## config.mk

```make
export PLATFORM = sky130hd
export DESIGN_NAME = image_ssd_population_stats_flat
export DESIGN_NICKNAME = d
export VERILOG_FILES = /design/src/rtl/issp_pkg.sv /design/src/rtl/issp_if.sv /design/src/rtl/issp_div.sv /design/src/rtl/issp_datapath.sv /design/src/rtl/issp_ctrl.sv /design/src/rtl/image_ssd_population_stats.sv /design/src/flat_wrapper.sv
export SDC_FILE = /design/constraint.sdc
export NUM_CORES = 1
export LEC_CHECK = 0
export ABC_AREA = 1
export BUFFER_PORTS_ARGS = -buffer_cell sky130_fd_sc_hd__buf_2
export CAP_MARGIN = 25
export CORE_ASPECT_RATIO = 2
export CORE_MARGIN = 2
export CORE_UTILIZATION = 45
export DETAILED_ROUTE_END_ITERATION = 12
export PLACE_DENSITY = 0.74
export SETUP_SLACK_MARGIN = 0.4
export SLEW_MARGIN = 20
export SYNTH_ARGS = -nofsm -noshare
export SYNTH_HDL_FRONTEND = slang
export SYNTH_SLANG_ARGS = --single-unit
```

## constraint.sdc

```tcl
create_clock -name clk_i -period 18.28 [get_ports clk_i]
set_input_delay 0.914 -clock clk_i [delete_from_list [all_inputs] [get_ports clk_i]]
set_output_delay 0.914 -clock clk_i [all_outputs]
set_load 0.005 [all_outputs]
```

## src/rtl/issp_pkg.sv

```systemverilog
// types and constants of the image SSD population statistics block
// no dependencies
`timescale 1ns / 1ps

package issp_pkg;

  localparam int unsigned MAX_PIXELS     = 65536;
  localparam int unsigned MAX_POPULATION = 64;
  localparam int unsigned CHANNELS       = 3;

  localparam int unsigned CHAN_W  = 8;
  localparam int unsigned SCORE_W = 34;
  localparam int unsigned IDX_W   = 6;
  localparam int unsigned SUM_W   = 40;
  localparam int unsigned POP_W   = 7;
  // sum of three squared 8-bit differences
  localparam int unsigned PSUM_W  = 18;

  localparam logic [POP_W-1:0] POP_RESET = POP_W'(30);
  localparam logic [POP_W-1:0] POP_MAX   = POP_W'(MAX_POPULATION);

  // saturation point of the frame accumulator
  localparam logic [63:0] CAP_FULL  = 64'(MAX_PIXELS) * 64'(CHANNELS) * 64'd65025;
  localparam logic [63:0] SCORE_M64 = (64'd1 << SCORE_W) - 64'd1;
  localparam logic [SCORE_W-1:0] SCORE_CAP =
    (CAP_FULL > SCORE_M64) ? SCORE_M64[SCORE_W-1:0] : CAP_FULL[SCORE_W-1:0];

  // one quotient bit per divider step
  localparam int unsigned DIV_STEPS = SUM_W;

  typedef struct packed {
    logic [CHAN_W-1:0] rendered_red;
    logic [CHAN_W-1:0] rendered_green;
    logic [CHAN_W-1:0] rendered_blue;
    logic [CHAN_W-1:0] target_red;
    logic [CHAN_W-1:0] target_green;
    logic [CHAN_W-1:0] target_blue;
    logic              last_pixel;
  } issp_pix_t;

  typedef struct packed {
    logic [SCORE_W-1:0] frame_score;
    logic [IDX_W-1:0]   frame_index;
    logic               generation_done;
    logic [SCORE_W-1:0] min_score;
    logic [SCORE_W-1:0] max_score;
    logic [SCORE_W-1:0] mean_score;
    logic [IDX_W-1:0]   best_index;
  } issp_res_t;

  // controller to datapath
  typedef struct packed {
    logic latch_pixel;
    logic update_stats;
    logic start_div;
    logic load_result;
    logic advance_frame;
  } issp_cmd_t;

  // datapath to controller
  typedef struct packed {
    logic gen_end;
    logic div_done;
    logic out_free;
  } issp_sts_t;

  // squared difference of two channel values
  function automatic logic [2*CHAN_W-1:0] sq_diff(input logic [CHAN_W-1:0] a,
                                                  input logic [CHAN_W-1:0] b);
    logic [CHAN_W-1:0] d;
    d = (a > b) ? (a - b) : (b - a);
    return d * d;
  endfunction

endpackage

```

## src/rtl/issp_if.sv

```systemverilog
// channel interfaces: pixel pairs in, frame results out, size register writes
// depends on issp_pkg
`timescale 1ns / 1ps

interface issp_pix_if import issp_pkg::*; ();
  logic      valid;
  logic      ready;
  issp_pix_t data;

  modport source (output valid, output data, input ready);
  modport sink   (input valid, input data, output ready);
endinterface

interface issp_res_if import issp_pkg::*; ();
  logic      valid;
  logic      ready;
  issp_res_t data;

  modport source (output valid, output data, input ready);
  modport sink   (input valid, input data, output ready);
endinterface

interface issp_cfg_if import issp_pkg::*; ();
  logic             valid;
  logic             ready;
  logic [POP_W-1:0] data;

  modport source (output valid, output data, input ready);
  modport sink   (input valid, input data, output ready);
endinterface

```

## src/rtl/issp_div.sv

```systemverilog
// restoring divider for the generation mean, one quotient bit per cycle
// depends on issp_pkg
`timescale 1ns / 1ps

module issp_div import issp_pkg::*; (
  input  logic             clk_i,
  input  logic             rst_ni,
  input  logic             start_i,
  input  logic [SUM_W-1:0] dividend_i,
  input  logic [POP_W-1:0] divisor_i,
  output logic             done_o,
  output logic [SUM_W-1:0] quot_o
);

  localparam int unsigned CNT_W = $clog2(DIV_STEPS);
  // divisor never exceeds 2**(POP_W-1), so the remainder fits one bit less
  localparam int unsigned REM_W = POP_W - 1;

  logic             busy_q, done_q;
  logic [CNT_W-1:0] cnt_q;
  logic [SUM_W-1:0] quot_q;
  logic [REM_W-1:0] rem_q;
  logic [POP_W-1:0] divisor_q;

  logic [POP_W-1:0] shifted;
  logic             ge;
  logic [POP_W-1:0] diff;

  // one trial subtraction
  assign shifted = {rem_q, quot_q[SUM_W-1]};
  assign ge      = (shifted >= divisor_q);
  assign diff    = shifted - divisor_q;

  // iteration control
  always_ff @(posedge clk_i or negedge rst_ni) begin
    if (!rst_ni) begin
      busy_q <= 1'b0;
      done_q <= 1'b0;
      cnt_q  <= '0;
    end else begin
      done_q <= 1'b0;
      if (start_i) begin
        busy_q <= 1'b1;
        cnt_q  <= '0;
      end else if (busy_q) begin
        cnt_q <= cnt_q + CNT_W'(1);
        if (cnt_q == CNT_W'(DIV_STEPS - 1)) begin
          busy_q <= 1'b0;
          done_q <= 1'b1;
        end
      end
    end
  end

  // quotient and remainder shift
  always_ff @(posedge clk_i) begin
    if (start_i) begin
      quot_q    <= dividend_i;
      rem_q     <= '0;
      divisor_q <= divisor_i;
    end else if (busy_q) begin
      quot_q <= {quot_q[SUM_W-2:0], ge};
      rem_q  <= ge ? diff[REM_W-1:0] : shifted[REM_W-1:0];
    end
  end

  assign done_o = done_q;
  assign quot_o = quot_q;

endmodule

```

## src/rtl/issp_datapath.sv

```systemverilog
// datapath: squared differences, frame accumulator, running statistics,
// size register and result register; depends on issp_pkg and issp_div
`timescale 1ns / 1ps

module issp_datapath import issp_pkg::*; (
  input  logic             clk_i,
  input  logic             rst_ni,
  input  issp_cmd_t        cmd_i,
  output issp_sts_t        sts_o,
  input  issp_pix_t        pix_i,
  input  logic             cfg_valid_i,
  input  logic [POP_W-1:0] cfg_data_i,
  output logic             res_valid_o,
  output issp_res_t        res_data_o,
  input  logic             res_ready_i
);

  logic [POP_W-1:0]   pop_q;
  logic [POP_W-1:0]   pop_eff;

  logic [PSUM_W-1:0]  psum_d, psum_q;
  logic               s1_valid_q, s1_last_q;

  logic [SCORE_W:0]   acc_sum;
  logic [SCORE_W-1:0] acc_sat;
  logic [SCORE_W-1:0] acc_q, score_q;

  logic [IDX_W-1:0]   cnt_q;
  logic [SCORE_W-1:0] min_q, max_q;
  logic [SUM_W-1:0]   sum_q;
  logic [SUM_W:0]     sum_add;
  logic [IDX_W-1:0]   minpos_q;
  logic               gen_end;

  logic               div_done;
  logic [SUM_W-1:0]   quot;

  logic               res_valid_q;
  issp_res_t          res_data_q;
  logic               out_free;

  // population size register and its clamped value
  always_ff @(posedge clk_i or negedge rst_ni) begin
    if (!rst_ni) begin
      pop_q <= POP_RESET;
    end else if (cfg_valid_i) begin
      pop_q <= cfg_data_i;
    end
  end

  assign pop_eff = (pop_q == '0) ? POP_W'(1) : ((pop_q > POP_MAX) ? POP_MAX : pop_q);

  // pixel stage: three squares summed
  assign psum_d = PSUM_W'(sq_diff(pix_i.rendered_red,   pix_i.target_red))
                + PSUM_W'(sq_diff(pix_i.rendered_green, pix_i.target_green))
                + PSUM_W'(sq_diff(pix_i.rendered_blue,  pix_i.target_blue));

  always_ff @(posedge clk_i or negedge rst_ni) begin
    if (!rst_ni) begin
      s1_valid_q <= 1'b0;
      s1_last_q  <= 1'b0;
    end else begin
      s1_valid_q <= cmd_i.latch_pixel;
      if (cmd_i.latch_pixel) begin
        s1_last_q <= pix_i.last_pixel;
      end
    end
  end

  always_ff @(posedge clk_i) begin
    if (cmd_i.latch_pixel) begin
      psum_q <= psum_d;
    end
  end

  // saturating frame accumulator
  assign acc_sum = {1'b0, acc_q} + (SCORE_W+1)'(psum_q);
  assign acc_sat = (acc_sum > (SCORE_W+1)'(SCORE_CAP)) ? SCORE_CAP : acc_sum[SCORE_W-1:0];

  always_ff @(posedge clk_i or negedge rst_ni) begin
    if (!rst_ni) begin
      acc_q   <= '0;
      score_q <= '0;
    end else if (s1_valid_q) begin
      if (s1_last_q) begin
        score_q <= acc_sat;
        acc_q   <= '0;
      end else begin
        acc_q <= acc_sat;
      end
    end
  end

  // running statistics over the generation
  assign sum_add = {1'b0, sum_q} + (SUM_W+1)'(score_q);
  assign gen_end = (({1'b0, cnt_q}) + POP_W'(1)) >= pop_eff;

  always_ff @(posedge clk_i or negedge rst_ni) begin
    if (!rst_ni) begin
      min_q    <= '0;
      max_q    <= '0;
      sum_q    <= '0;
      minpos_q <= '0;
    end else if (cmd_i.update_stats) begin
      if (cnt_q == '0) begin
        min_q    <= score_q;
        max_q    <= score_q;
        sum_q    <= SUM_W'(score_q);
        minpos_q <= '0;
      end else begin
        if (score_q > max_q) begin
          max_q <= score_q;
        end
        if (score_q < min_q) begin
          min_q    <= score_q;
          minpos_q <= cnt_q;
        end
        sum_q <= sum_add[SUM_W] ? '1 : sum_add[SUM_W-1:0];
      end
    end
  end

  // frame counter within the generation
  always_ff @(posedge clk_i or negedge rst_ni) begin
    if (!rst_ni) begin
      cnt_q <= '0;
    end else if (cmd_i.advance_frame) begin
      cnt_q <= gen_end ? '0 : (cnt_q + IDX_W'(1));
    end
  end

  // mean divider
  issp_div u_div (
    .clk_i      (clk_i),
    .rst_ni     (rst_ni),
    .start_i    (cmd_i.start_div),
    .dividend_i (sum_q),
    .divisor_i  (pop_eff),
    .done_o     (div_done),
    .quot_o     (quot)
  );

  // result register
  assign out_free = !res_valid_q || res_ready_i;

  always_ff @(posedge clk_i or negedge rst_ni) begin
    if (!rst_ni) begin
      res_valid_q <= 1'b0;
    end else if (cmd_i.load_result) begin
      res_valid_q <= 1'b1;
    end else if (res_ready_i) begin
      res_valid_q <= 1'b0;
    end
  end

  always_ff @(posedge clk_i) begin
    if (cmd_i.load_result) begin
      res_data_q.frame_score     <= score_q;
      res_data_q.frame_index     <= cnt_q;
      res_data_q.generation_done <= gen_end;
      res_data_q.min_score       <= gen_end ? min_q : '0;
      res_data_q.max_score       <= gen_end ? max_q : '0;
      res_data_q.mean_score      <= gen_end ? quot[SCORE_W-1:0] : '0;
      res_data_q.best_index      <= gen_end ? minpos_q : '0;
    end
  end

  assign res_valid_o = res_valid_q;
  assign res_data_o  = res_data_q;

  assign sts_o.gen_end  = gen_end;
  assign sts_o.div_done = div_done;
  assign sts_o.out_free = out_free;

endmodule

```

## src/rtl/issp_ctrl.sv

```systemverilog
// controller: sequences pixel intake, frame close, statistics, mean and result
// depends on issp_pkg
`timescale 1ns / 1ps

module issp_ctrl import issp_pkg::*; (
  input  logic      clk_i,
  input  logic      rst_ni,
  input  logic      pix_valid_i,
  input  logic      pix_last_i,
  output logic      pix_ready_o,
  output issp_cmd_t cmd_o,
  input  issp_sts_t sts_i
);

  typedef enum logic [5:0] {
    ST_ACCEPT    = 6'b000001,
    ST_FINISH    = 6'b000010,
    ST_STATS     = 6'b000100,
    ST_DIV_START = 6'b001000,
    ST_DIV_WAIT  = 6'b010000,
    ST_EMIT      = 6'b100000
  } issp_state_e;

  issp_state_e state_q, state_d;
  logic        pix_xfer;

  assign pix_ready_o = (state_q == ST_ACCEPT);
  assign pix_xfer    = pix_valid_i && pix_ready_o;

  // next state and commands
  always_comb begin
    state_d = state_q;
    cmd_o   = '0;
    cmd_o.latch_pixel = pix_xfer;
    case (state_q)
      ST_ACCEPT: begin
        if (pix_xfer && pix_last_i) begin
          state_d = ST_FINISH;
        end
      end
      // last pixel passes through the accumulator
      ST_FINISH: begin
        state_d = ST_STATS;
      end
      ST_STATS: begin
        cmd_o.update_stats = 1'b1;
        state_d = sts_i.gen_end ? ST_DIV_START : ST_EMIT;
      end
      ST_DIV_START: begin
        cmd_o.start_div = 1'b1;
        state_d = ST_DIV_WAIT;
      end
      ST_DIV_WAIT: begin
        if (sts_i.div_done) begin
          state_d = ST_EMIT;
        end
      end
      ST_EMIT: begin
        if (sts_i.out_free) begin
          cmd_o.load_result   = 1'b1;
          cmd_o.advance_frame = 1'b1;
          state_d = ST_ACCEPT;
        end
      end
      default: begin
        state_d = ST_ACCEPT;
      end
    endcase
  end

  always_ff @(posedge clk_i or negedge rst_ni) begin
    if (!rst_ni) begin
      state_q <= ST_ACCEPT;
    end else begin
      state_q <= state_d;
    end
  end

endmodule

```

## src/rtl/image_ssd_population_stats.sv

```systemverilog
// Pixel pairs are taken one per cycle within a frame. After the last pixel of a
// frame, intake pauses while the score closes and the statistics update; a
// generation-ending frame also waits for the bit-serial mean divider. Result
// appears in the output register after the statistics update (after the mean at
// generation end), later if the output is stalled. Asynchronous active-low reset
// clears all counters and statistics and sets the population size to 30.
`timescale 1ns / 1ps

module image_ssd_population_stats import issp_pkg::*; (
  input  logic       clk_i,
  input  logic       rst_ni,
  issp_cfg_if.sink   cfg_i,
  issp_pix_if.sink   pix_i,
  issp_res_if.source res_o
);

  issp_cmd_t cmd;
  issp_sts_t sts;
  logic      pix_ready;

  // size register writes are always taken
  assign cfg_i.ready = 1'b1;
  assign pix_i.ready = pix_ready;

  issp_ctrl u_ctrl (
    .clk_i       (clk_i),
    .rst_ni      (rst_ni),
    .pix_valid_i (pix_i.valid),
    .pix_last_i  (pix_i.data.last_pixel),
    .pix_ready_o (pix_ready),
    .cmd_o       (cmd),
    .sts_i       (sts)
  );

  issp_datapath u_datapath (
    .clk_i       (clk_i),
    .rst_ni      (rst_ni),
    .cmd_i       (cmd),
    .sts_o       (sts),
    .pix_i       (pix_i.data),
    .cfg_valid_i (cfg_i.valid),
    .cfg_data_i  (cfg_i.data),
    .res_valid_o (res_o.valid),
    .res_data_o  (res_o.data),
    .res_ready_i (res_o.ready)
  );

endmodule

```

## src/flat_wrapper.sv

```systemverilog
// flat-port wrapper written by rule: the top's interface ports become plain ports
module image_ssd_population_stats_flat import issp_pkg::*;
  (clk_i, rst_ni, cfg_i_valid, cfg_i_data, cfg_i_ready, pix_i_valid, pix_i_data, pix_i_ready, res_o_valid, res_o_data, res_o_ready);
  issp_cfg_if cfg_i_i ();
  issp_pix_if pix_i_i ();
  issp_res_if res_o_i ();
  input  logic clk_i;
  input  logic rst_ni;
  input wire logic [$bits(cfg_i_i.valid)-1:0] cfg_i_valid;
  input wire logic [$bits(cfg_i_i.data)-1:0] cfg_i_data;
  output wire logic [$bits(cfg_i_i.ready)-1:0] cfg_i_ready;
  input wire logic [$bits(pix_i_i.valid)-1:0] pix_i_valid;
  input wire logic [$bits(pix_i_i.data)-1:0] pix_i_data;
  output wire logic [$bits(pix_i_i.ready)-1:0] pix_i_ready;
  output wire logic [$bits(res_o_i.valid)-1:0] res_o_valid;
  output wire logic [$bits(res_o_i.data)-1:0] res_o_data;
  input wire logic [$bits(res_o_i.ready)-1:0] res_o_ready;
  assign cfg_i_i.valid = cfg_i_valid;
  assign cfg_i_i.data = cfg_i_data;
  assign cfg_i_ready = cfg_i_i.ready;
  assign pix_i_i.valid = pix_i_valid;
  assign pix_i_i.data = pix_i_data;
  assign pix_i_ready = pix_i_i.ready;
  assign res_o_valid = res_o_i.valid;
  assign res_o_data = res_o_i.data;
  assign res_o_i.ready = res_o_ready;
  image_ssd_population_stats u_core (.clk_i(clk_i), .rst_ni(rst_ni), .cfg_i(cfg_i_i), .pix_i(pix_i_i), .res_o(res_o_i));
endmodule
```

=== Yosys cells after proc, flatten, opt, wreduce, memory -nomap -nowiden ===
Index checks and enable logic that the tools add are counted.

* Bits in registers: 432
* Input bits: 61
* Output and inout port bits: 152
* Word-level logic and storage cells: 114

* Add/sub/neg operators: 14
* $mul: 3
* Order comparisons: 9
* Equal/unequal tests: 10
* Mux-type cells: 38
* Reductions and logical operators: 14

{| class="wikitable"
|+ Operators by type and width
! kind !! count
|-
| 34-bit two-way mux || 6
|-
| 40-bit two-way mux || 4
|-
| 6-bit two-way mux || 10
|-
| 8-bit by 8-bit multiplier with 16-bit output || 3
|-
| 8-bit subtractor || 6
|-
| 40-bit by 34-bit adder with 41-bit output || 1
|-
| 6-bit one-hot mux with 6 select lines || 1
|-
| 34-bit by 18-bit adder with 35-bit output || 1
|-
| 35-bit by 34-bit > comparator with 1-bit output, second input constant || 1
|-
| 34-bit > comparator || 1
|-
| 34-bit < comparator || 1
|-
| 8-bit > comparator || 3
|-
| 8-bit two-way mux || 3
|-
| 17-bit by 16-bit adder with 18-bit output || 1
|-
| 16-bit by 16-bit adder with 17-bit output || 1
|-
| 7-bit >= comparator || 2
|-
| 7-bit two-way mux || 2
|-
| 6-bit by 1-bit adder with 6-bit output, second input constant || 2
|-
| 6-bit equality test, second input constant || 2
|-
| 1-bit two-way mux || 10
|-
| 2-bit nonzero test || 4
|-
| 6-bit by 1-bit adder with 7-bit output, second input constant || 1
|-
| 7-bit > comparator, second input constant || 1
|-
| 7-bit logical NOT || 1
|-
| other kinds (15) || 20
|}

=== Depth between registers and ports, before layout ===
* Depth after elaboration: 6
* Depth in mapped cells: 43
* Gate-level depth less buffers: 43

=== Cells and area by module ===
Synthesis repeated with hierarchy kept, for this count alone.

* Cell total of the unflattened synthesis: 3831
* Area total of the unflattened synthesis: 31240.0 um^2

{| class="wikitable"
|+ Modules (own cells, without submodules)
! module !! times used !! cells an instance !! area an instance (um^2) !! sequential area each (um^2)
|-
| issp_datapath || 1 || 3455 || 27861.7 || 9974.6
|-
| issp_div || 1 || 316 || 2936.6 || 1731.7
|-
| issp_ctrl || 1 || 58 || 430.4 || 151.4
|-
| image_ssd_population_stats || 1 || 2 || 11.3 || 0.0
|}

=== Worst setup path before layout ===
Ideal clock, no wire load.

* Path kind: input-to-reg
* Start: input res_o_ready
* End: register u_core.u_datapath.cnt_q[0]
* Library setup time: 0.114 ns
* Arrival: 8.347 ns
* Data required time: 18.166 ns
* Path slack: 9.819 ns
* Cell stages on the path: 4
* Path buffers: 0
* Path through: nor2_1 > nor2_1 > nand2_1 > o21ai_0

{| class="wikitable"
|+ RTL lines
! what !! RTL line !! text
|-
| start, declared || flat_wrapper.sv:17 || <nowiki>input wire logic [$bits(res_o_i.ready)-1:0] res_o_ready;</nowiki>
|-
| end signal, assigned || issp_datapath.sv:128 || <nowiki>cnt_q <= gen_end ? '0 : (cnt_q + IDX_W'(1));</nowiki>
|-
| end, declared || issp_datapath.sv:28 || <nowiki>logic [IDX_W-1:0] cnt_q;</nowiki>
|}

=== Worst setup path in the final report ===
* Start: input pix_i_data[21]
* End: register u_core.u_datapath.psum_q[15], data pin

* Longest elaborated chain between the ends: 5
* Elaborated cells on any way between the ends: 7
* Classes of those cells: add/sub (4); mul (1); order compare (1); mux (1)

{| class="wikitable"
|+ RTL lines
! what !! RTL line !! text
|-
| start, declared || flat_wrapper.sv:13 || <nowiki>input wire logic [$bits(pix_i_i.data)-1:0] pix_i_data;</nowiki>
|-
| 8-bit subtractor / 8-bit > comparator (equally long branches) || issp_pkg.sv:71 || <nowiki>d = (a > b) ? (a - b) : (b - a);</nowiki>
|-
| 8-bit two-way mux (*) || issp_pkg.sv:71 ||
|-
| 8-bit by 8-bit multiplier with 16-bit output (*) || issp_pkg.sv:72 || <nowiki>return d * d;</nowiki>
|-
| 16-bit by 16-bit adder with 17-bit output (*) || issp_datapath.sv:55 || <nowiki>+ PSUM_W'(sq_diff(pix_i.rendered_green, pix_i.target_green))</nowiki>
|-
| 17-bit by 16-bit adder with 18-bit output (*) || issp_datapath.sv:56 || <nowiki>+ PSUM_W'(sq_diff(pix_i.rendered_blue, pix_i.target_blue));</nowiki>
|-
| via u_core.u_datapath.psum_d[15] || issp_datapath.sv:21 || <nowiki>logic [PSUM_W-1:0] psum_d, psum_q;</nowiki>
|-
| end signal, assigned || issp_datapath.sv:72 || <nowiki>psum_q <= psum_d;</nowiki>
|-
| end, declared || issp_datapath.sv:21 ||
|}

The timed path passes the listed nets; every way through them passes the cells marked *.
A chain may end at the register's enable or synchronous reset.

==> flow_summary.toml <==
[logic_synthesis]
yosys_warnings = 0
synth_area_sq_um = 30800
ys_types = 54
synthArstFlopShare = 0.491
yosysSeqAreaShare = 0.385
synth_edf_count = 214
synth-main-ff-cell = "edfxtp_1"
synthesis.nets = 4223
syn_area_per_cell_sq_um = 8.18
synth-seq-cells = 432
syn-instance-count = 3763

[timing]
setup_tns_ns = 0
timing.slew.headroom = 0.332
hold_slack_ns = 0.375
max_freq_ghz = 0.114
final_max_slew_viol_count = 0
setup_violations = 0
rsz0062_at_grt = "no"
hold_viol_final = 0
fin_worst_skew_ns = 0.0172
final.period_utilization = 0.481
tightest_slew_ns = 0.991
fin_crit_ns = 8.78

[setup_path]
r2r_slack_ns = 13.63
cp-end-kind = "register"
max_stage_delay_ns = 0.81
cp_max_fo = 10
reg2reg_to = "u_core.u_datapath.min_q[9]$_DFFE_PN0P_"
path_common_cell = "inv_1"
endpoint = "u_core.u_datapath.psum_q[15]$_DFFE_PP_"
cp-start-kind = "input pin"
cp_data_required_time_ns = 18.59
crit_type = "input pin to register"
crit_arrival_ns = 9.10
reg2regPathDepth = 14
timing.rr.start = "u_core.u_datapath.score_q[9]$_DFFE_PN0P_"
cp-startpoint = "pix_i_data[21]"
cp_slowest_cell = "o21ai_0"

[detailed_routing]
initialDrtViolationCount = 1250
routed_via_density = 5.22
first_pass_iters = 5
via_count = 25500
drc = 0
post_drt_wl_per_cell_um = 18.2
wl_um = 89000
ant_nets = 0

[clock_tree]
postCtsSetupRepairBufs = 0
cts_root_buffer = "clkbuf_16"
cts_buffers = 38
clock-sinks = 432
path_clk_slew_ns = 0.07
cts_max_path_buffers = 3
cts-hold-fix-buffers = 0
htree_levels = 2
clock_latency_ns = 0.57
ctsResizeCount = 0
cts_tree = "yes"

[placed_design]
hpwlAfterDp_um = 70800
io_buffers = 211
place.gp.congestion = 0.997
place_area_sq_um = 32900

[floorplanning]
die_y_um = 374
core-area_sq_um = 67700
die_w_um = 189
pin_count = 213
rows = 135
die_area_sq_um = 70600
start_util = 0.455

[final_layout]
num-fill-cells = 6505
final_common_cell = "nand2_1"
drive_above_1_share = 0.0903
n_antenna_cell = 0
layout_common_cells = "948 x nand2_1, 774 x inv_1, 264 x nor2_1"
area_growth_pct = 11.3
design_area_sq_um = 34300
final_nets = 4427

[status]
run_status = "complete, no violations"

[global_routing]
grt_pass1_vias = 26700
grt_pass1_wl_um = 138000
antenna_found_initial = 0
grt_max_degree = 92
grt_overflow = 0
grt_usage = 0.253

[run]
maxCapViolations = 0

[hold_path]
hold_class = "input pin to asynchronous set/reset pin"
[sequential cells by signal, indices dropped and copies added (netlist names), 7 cells and up]
register                           count
u_core.u_datapath.score_q             34
u_core.u_datapath.sum_q               40
u_core.u_datapath.acc_q               34
u_core.u_datapath.pop_q                7
u_core.u_datapath.min_q               34
u_core.u_datapath.max_q               34
u_core.u_datapath.u_div.divisor_q      7
u_core.u_datapath.psum_q              18
u_core.u_datapath.res_data_o         149
u_core.u_datapath.u_div.quot_o        40
[cells in the mapped netlist (all sizes together) (2+ instances only)]
master / count / share of area
nand2: 956 / 0.12
inv: 781 / 0.095
nor2: 270 / 0.033
ha: 257 / 0.10
edfxtp: 214 / 0.21
dfrtp: 207 / 0.17
a21oi: 198 / 0.032
o21ai: 192 / 0.031
nand3: 174 / 0.031
fa: 142 / 0.092
clkbuf: 61 / 0.0074
xor2: 60 / 0.017
nand4: 35 / 0.0071
nor3: 28 / 0.0049
xnor2: 21 / 0.0060
buf: 20 / 0.0036
o22ai: 18 / 0.0037
o21bai: 15 / 0.0037
o221ai: 15 / 0.0043
nand3b: 12 / 0.0029
nor4: 12 / 0.0024
o211ai: 8 / 0.0020
or2: 7 / 0.0014
a21o: 6 / 0.0015
a31oi: 6 / 0.0012
dfxtp: 6 / 0.0039
a211oi: 5 / 0.0012
dfstp: 5 / 0.0043
o21a: 5 / 0.0012
mux2i: 4 / 0.0013
a21boi: 3 / 0.00073
a221oi: 3 / 0.00085
and3: 3 / 0.00061
o2111ai: 3 / 0.00085
clkinv: 2 / 0.00024
o31ai: 2 / 0.00049
[critical path: cells and delay by family]
kind                     cells  cell delay [ns]
adder cells (fa/ha/maj)      9             4.20
AO/OA/AOI/OAI                7             1.88
AND/OR/NAND/NOR              9             1.10
buffers and inverters       10             0.84
XOR/XNOR                     1             0.14
[per-layer routing]
metal  wire length [um]  vias up  track usage
li1                   -    12300            -
met1              28800    12100        0.229
met2              48800      778        0.496
met3               3090      349       0.0241
met4               8330        0        0.211
met5                  0        -            0
[cells by family after synthesis]
kind of cell,synth area share
other,0.000122
AO/OA/AOI/OAI,0.0860
adder cells (fa/ha/maj),0.197
flip-flops,0.385
AND/OR/NAND/NOR,0.201
multiplexers,0.00130
XOR/XNOR,0.0230
buffers and inverters,0.106
[per-stage QoR]
stage	utilization	setup WS (ns)	cells
after global routing	0.506	8.91	4887
after CTS	0.505	9.51	4885
final	0.506	9.50	4887
after floorplan	-	9.82	3763
after global placement	0.486	9.04	4814
after detailed placement	0.486	8.92	4815
[how the worst min path moves through the flow]
stage	startpoint	endpoint	depth (start not counted)	slack [ns]
final	rst_ni	u_core.u_datapath.max_q[2]$_DFFE_PN0P_	1	0.38
after floorplan	u_core.u_datapath.minpos_q[0]$_DFFE_PN0P_	u_core.u_datapath.minpos_q[0]$_DFFE_PN0P_	2	0.44
after CTS	rst_ni	u_core.u_datapath.max_q[5]$_DFFE_PN0P_	1	0.41
after detailed placement	u_core.u_datapath.minpos_q[4]$_DFFE_PN0P_	u_core.u_datapath.minpos_q[4]$_DFFE_PN0P_	2	0.46
after global placement	u_core.u_datapath.minpos_q[4]$_DFFE_PN0P_	u_core.u_datapath.minpos_q[4]$_DFFE_PN0P_	2	0.45
after global routing	rst_ni	u_core.u_datapath.max_q[5]$_DFFE_PN0P_	1	0.44
[area by class of cell]
class | instances | area [sq um] | area share
clock buffers | 48 | 1040 | 0.0303
clock inverters | 22 | 273 | 0.00796
inverters | 783 | 2940 | 0.0858
multi-input cells | 2467 | 15700 | 0.458
flip-flops and latches | 432 | 11900 | 0.346
well taps | 890 | 1110 | 0.0325
repair buffers | 245 | 1350 | 0.0395
Power is left out: the tool's default activity adds up to more than one toggle a clock period on the data nets, which glitch-free logic cannot reach.
